$ cat config.mk
export PLATFORM = sky130hd
export DESIGN_NAME = lcte_front
export DESIGN_NICKNAME = d
export VERILOG_FILES = /design/src/hdl/lcte_pkg.sv /design/src/hdl/lcte_front.sv
export SDC_FILE = /design/constraint.sdc
export NUM_CORES = 1
export LEC_CHECK = 0
export BUFFER_PORTS_ARGS = -buffer_cell sky130_fd_sc_hd__buf_2
export CAP_MARGIN = 10
export CORE_MARGIN = 5
export CORE_UTILIZATION = 35
export DETAILED_ROUTE_END_ITERATION = 8
export GPL_TIMING_DRIVEN = 0
export PLACE_DENSITY = 0.64
export REMOVE_ABC_BUFFERS = 1
export SETUP_SLACK_MARGIN = 0.4
export SYNTH_ARGS = -nofsm -noshare
export SYNTH_HDL_FRONTEND = slang
export SYNTH_SLANG_ARGS = --single-unit
$ cat constraint.sdc
create_clock -name clock -period 7.6 [get_ports clock]
set_input_delay 1.52 -clock clock [delete_from_list [all_inputs] [get_ports clock]]
set_output_delay 1.52 -clock clock [all_outputs]
set_load 0.1 [all_outputs]
$ cat src/hdl/lcte_pkg.sv
package lcte_pkg;

   // request operation codes
   typedef enum logic {
      OP_SET = 1'b0,
      OP_GET = 1'b1
   } op_type;

   // register map, index of each register
   localparam int unsigned REG_CAPACITY = 0;

   localparam int unsigned CAP_BITS     = 5;
   localparam int unsigned CAP_RESET    = 16;
   localparam int unsigned TIME_BITS    = 32;
   localparam int unsigned TTL_BITS     = 16;
   localparam int unsigned EXPIRY_BITS  = 33;
   localparam int unsigned EXP_CNT_BITS = 5;
   localparam int unsigned CSR_ADDR_BITS = 2;
   localparam int unsigned CSR_DATA_BITS = 32;

endpackage

$ cat src/hdl/lcte_front.sv
module lcte_front
   import lcte_pkg::*;
#(
   parameter int unsigned KEY_BITS   = 64,
   parameter int unsigned VALUE_BITS = 64
) (
   input  logic                  clock,
   input  logic                  reset,
   input  logic                  req_push,
   output logic                  req_full,
   input  logic                  req_func,
   input  logic [KEY_BITS-1:0]   req_key,
   input  logic [VALUE_BITS-1:0] req_value,
   input  logic [TTL_BITS-1:0]   req_ttl,
   input  logic [TIME_BITS-1:0]  req_now,
   output logic                  head_valid,
   input  logic                  head_pop,
   output op_type                head_op,
   output logic [KEY_BITS-1:0]   head_key,
   output logic [VALUE_BITS-1:0] head_value,
   output logic [TTL_BITS-1:0]   head_ttl,
   output logic [TIME_BITS-1:0]  head_now
);

   op_type                op_q    [2];
   logic [KEY_BITS-1:0]   key_q   [2];
   logic [VALUE_BITS-1:0] value_q [2];
   logic [TTL_BITS-1:0]   ttl_q   [2];
   logic [TIME_BITS-1:0]  now_q   [2];

   logic       wr_ptr_ff, wr_ptr_in;
   logic       rd_ptr_ff, rd_ptr_in;
   logic [1:0] cnt_ff, cnt_in;
   logic       push_ok, pop_ok;

   assign req_full   = (cnt_ff == 2'd2);
   assign head_valid = (cnt_ff != 2'd0);
   assign push_ok    = req_push && !req_full;
   assign pop_ok     = head_pop && head_valid;

   // head of the request queue
   assign head_op    = op_q[rd_ptr_ff];
   assign head_key   = key_q[rd_ptr_ff];
   assign head_value = value_q[rd_ptr_ff];
   assign head_ttl   = ttl_q[rd_ptr_ff];
   assign head_now   = now_q[rd_ptr_ff];

   // pointer and occupancy update
   always_comb begin
      wr_ptr_in = push_ok ? ~wr_ptr_ff : wr_ptr_ff;
      rd_ptr_in = pop_ok ? ~rd_ptr_ff : rd_ptr_ff;
      cnt_in    = cnt_ff;
      if (push_ok && !pop_ok) begin
         cnt_in = cnt_ff + 2'd1;
      end else if (pop_ok && !push_ok) begin
         cnt_in = cnt_ff - 2'd1;
      end
   end

   always_ff @(posedge clock) begin
      if (reset) begin
         wr_ptr_ff <= 1'b0;
         rd_ptr_ff <= 1'b0;
         cnt_ff    <= 2'd0;
      end else begin
         wr_ptr_ff <= wr_ptr_in;
         rd_ptr_ff <= rd_ptr_in;
         cnt_ff    <= cnt_in;
      end
   end

   // request storage, operation decoded on entry
   always_ff @(posedge clock) begin
      if (push_ok) begin
         op_q[wr_ptr_ff]    <= req_func ? OP_GET : OP_SET;
         key_q[wr_ptr_ff]   <= req_key;
         value_q[wr_ptr_ff] <= req_value;
         ttl_q[wr_ptr_ff]   <= req_ttl;
         now_q[wr_ptr_ff]   <= req_now;
      end
   end

endmodule

# Word-level counts from Yosys, hierarchy flattened
# Memory sizes are Yosys's and may differ from the RTL's. A register that Yosys moved wholly into a read port is not among the register bits.
# Cells that the tools add are included.
# op_classes
mul	0
muxes	15
shift	0
order_cmp	0
n_reduce_logical	9
eq_ne	1
add_sub_neg	2
div	0
bitwise	2
# ops
operator	n
$mux 1	13
$logic_and 1x1->1	4
$mux 2	2
$reduce_bool 2->1	2
$logic_not 1->1	3
$add 2x1->2 const B	1
$eq 2x2->1 const B	1
$not 1->1	2
$sub 2x1->2 const B	1
# word_totals
romBits	0
n_memories	5
reg_bits	4
output_inout_bits	179
latch_bits	0
ramBits	354
word_cells	37
# mem_list
name	words	word_bits	read_ports	rd_ports_with_merged_regs	wr	line_no	source
key_q	2	64	1	1	1	lcte_front.sv:26	logic [KEY_BITS-1:0] key_q [2];
value_q	2	64	1	1	1	lcte_front.sv:27	logic [VALUE_BITS-1:0] value_q [2];
now_q	2	32	1	1	1	lcte_front.sv:29	logic [TIME_BITS-1:0] now_q [2];
ttl_q	2	16	1	1	1	lcte_front.sv:28	logic [TTL_BITS-1:0] ttl_q [2];
op_q	2	1	1	1	1	lcte_front.sv:25	op_type op_q [2];

# Depth between registers and ports, before layout
# logic_depth
word_depth	7
depth_mapped	6
mapped_depth_nobuf	6

# Worst setup path before layout
# OpenSTA, ideal clock, no wires.
# synth_path
path_type	input port to flip-flop
startpoint	input req_push
endpoint	memory key_q[1][0] (enable)
setup_slack_ns	1.270
t_arrival_ns	5.771
setup_ns	0.559
cell_stages	3
required_ns	7.041
cell_sequence	inv_1 nor2_1 and2_1
# synth_via
elab_chain_len	3
# synth_rtl
item	line_no	source
start, declared	lcte_front.sv:9	input logic req_push,
$logic_and 1x1->1	lcte_front.sv:38	assign push_ok = req_push && !req_full;
named net push_ok	lcte_front.sv:34	logic push_ok, pop_ok;
$mux 1	lcte_front.sv:74	if (push_ok) begin
$mux 1 (not written as such)	lcte_front.sv:76	key_q[wr_ptr_ff] <= req_key;
end, declared	lcte_front.sv:26	
# The timed path passes the listed nets, and every way through them passes these cells.

==> metrics.md <==
| Metric | Value |
|---|---|
| Setup Crit Path Kind | flop to output port |
| Clock tree buffer depth | 3 |
| Post-DP HPWL | between 15000 and 20000 um |
| I/O pin count | 360 |
| Minimum clock period | 4.321 ns |
| # fillers | 3358 |
| Largest net degree at the start of global routing | 93 |
| Clock Skew | 0.01434 ns |
| Fin crit share | 56.85% |
| Routed len/inst | 18.25 um |
| Finished Core Util | 44.80% |
| Share of the synthesized area in the top cell type | 78.57% |
| Resized cells post-CTS | 0 |
| Worst-Skew Late Latency | 0.53 ns |
| DRT iter0 DRCs | between 200 and 300 |
| First-pass GRT wire length | approximately 40000 um |
| Worst min path class | flop to flop |
| Layout cell share with drive strength beyond 1 | 60.57% |
| Total number of vias | 6623 |
| Area growth from synthesis to layout | 27.37% |
| F_max | 231.4 MHz |
| Antenna viol nets, final | 0 |
| Fin Setup TNS | 0 ns |
| Primary FF master, synth | edfxtp_1 |
| Final setup vio count | 0 |
| WHS | about 0.51 ns |
| Top cells by count, synth | edfxtp_1 (354), mux2_4 (130), mux2_2 (47) |
| Final Slew Violations | 0 |
| Remaining DRCs | 0 |
| CTS tree | yes |
| Syn_area_per_cell | 23.49 um2 |
| Synth Cell Area | between 10000 and 15000 um2 |
| Crit. End Element | output port |
| Crit Path Max Fanout | 50 |
| Status | finished, final reports clean |
| Worst endpoint required time | 6.08 ns |
| Placed Instance Area | 15980 um2 |
| Starting Density | 35.17% |
| I/O Buffers | approximately 360 |
| Clk slew on worst S/H paths | roughly 0.060 ns |
| Clk root buf | clkbuf_16 |
| Total core area | between 30000 and 40000 um2 |
| Die width | 206.6 um |
| Synth area leader | edfxtp_1 |
| Synth cell types | 16 |
| Syn Inst Count | ~580 |
| Synth Register Bits | 359 |
| Area contributors post-synth | edfxtp_1 (79%), mux2_4 (14%), mux2_2 (3.9%) |
| RePlAce Congestion | 0.6930 |
| Initial antenna violation count | 6 |
| GRT Resource Usage Total | 12.25% |
| RSZ-0062 raised after global routing | false |
| Tightest Pin Transition | 0.6965 ns |
| Final hold violation count | 0 |
| Layout net count | 1145 |
| Drt first pass iters | 4 |
| Most frequent cell after synthesis | edfxtp_1 |
| Die Ht | 206.6 um |
| Worst R2R Start | cnt_ff[0] |
| Clock Sinks | 359 |
| Global route total overflow | 0 |
| Arr. time, crit path | 2.80 ns |
| Post-synthesis sequential area ratio | 79.31% |
| Row cnt | 72 |
| Maxcap violations | 0 |
| Postcts setup bufs | 0 |
| Vias in the first global route | 7075 |
| Ys Warns | 0 |
| Worst hold path stage count | 2 |
| H-tree depth | 2 |
| Max_slew headroom | around 54% |
| Worst hold start | wr_ptr_ff |
| Via/cell ratio | approximately 4.4 |
| Die area | around 43000 um2 |
| Reg2reg path depth | 4 |
| Ys async rst share | 0% |
| Post-synth EDFFs | 354 |
| Final Cell Area | 17230 um2 |
| TritonCTS Buffers | 39 |
| Post-CTS Hold Buffers | 0 |
| WL final | 27530 um |
| Startpoint type of the worst setup path | flop |
## cell type report
type                       count  area (um2)  share of cell area (%)
antenna                        2       5.005                 0.02904
clock buffer                  51        1064                   6.171
clock inverter                16       183.9                   1.067
inverter                       2       15.01                 0.08713
multi-input combinational    195        2594                   15.05
sequential                   359       10730                   62.29
tap                          518       648.1                   3.761
timing repair buffer         366        1989                   11.54
## worst max-delay path, stage by stage (launching register included)
cell and delay (ns):
dfxtp_4 0.79, buf_16 0.37, buf_16 0.33, mux2_2 0.39
buf_2 0.29
## through the flow
step,setup WS [ns],cells
after CTS,3.169,1507
after detailed placement,3.774,1440
final,3.279,1509
after global routing,3.121,1509
after floorplan,-1.063,556
after global placement,-4.036,1433
## worst paths after layout
path,to,slack [ns]
worst max register to register,key_q[0][47],5.24
worst max-delay path,head_now[7],3.28
worst min register to register,wr_ptr_ff,0.51
worst min-delay path,wr_ptr_ff,0.51
## layer usage
layer  GRT usage [%]  vias up  part of all wire [%]
li1                -     3076                     -
met2           20.87      227                    50
met3           5.546       59                    10
met1           13.27     3253                    36
met4           5.109        8                   2.9
met5               0        -                  0.25
## cells by family (layout without fill, tap and decap cells)
| kind of cell | after synthesis | in the layout | share of synthesized area, % |
|---|---|---|---|
| buffers and inverters | 22 | 435 | 1.535 |
| XOR/XNOR | 3 | 3 | 0.1942 |
| AO/OA/AOI/OAI | 5 | 5 | 0.1849 |
| adder cells (fa/ha/maj) | 1 | 1 | 0.09247 |
| flip-flops | 359 | 359 | 79.31 |
| other | 0 | 2 | 0 |
| multiplexers | 177 | 177 | 18.34 |
| AND/OR/NAND/NOR | 9 | 9 | 0.3422 |
## layout by cell type, fill, tap and decap left out, drive strengths merged
master / count
xor2: 3
or2: 1
clkbuf: 51
buf: 366
dfxtp: 5
clkinvlp: 1
ha: 1
nor2b: 1
or3: 2
nor2: 4
o21ai: 3
clkinv: 10
and2: 1
mux2: 177
inv: 3
bufinv: 4
a21oi: 2
diode: 2
edfxtp: 354
## state kept, by name, summed over array words and instances, names as in the netlist, named ones only
| register | flops |
|---|---|
| cnt_ff | 2 |
| now_q | 64 |
| op_q | 2 |
| value_q | 128 |
| key_q | 128 |
| rd_ptr_ff | 1 |
| wr_ptr_ff | 1 |
| ttl_q | 32 |
Power is left out: the tool's default activity adds up to more than one toggle a clock period on the data nets, which glitch-free logic cannot reach.
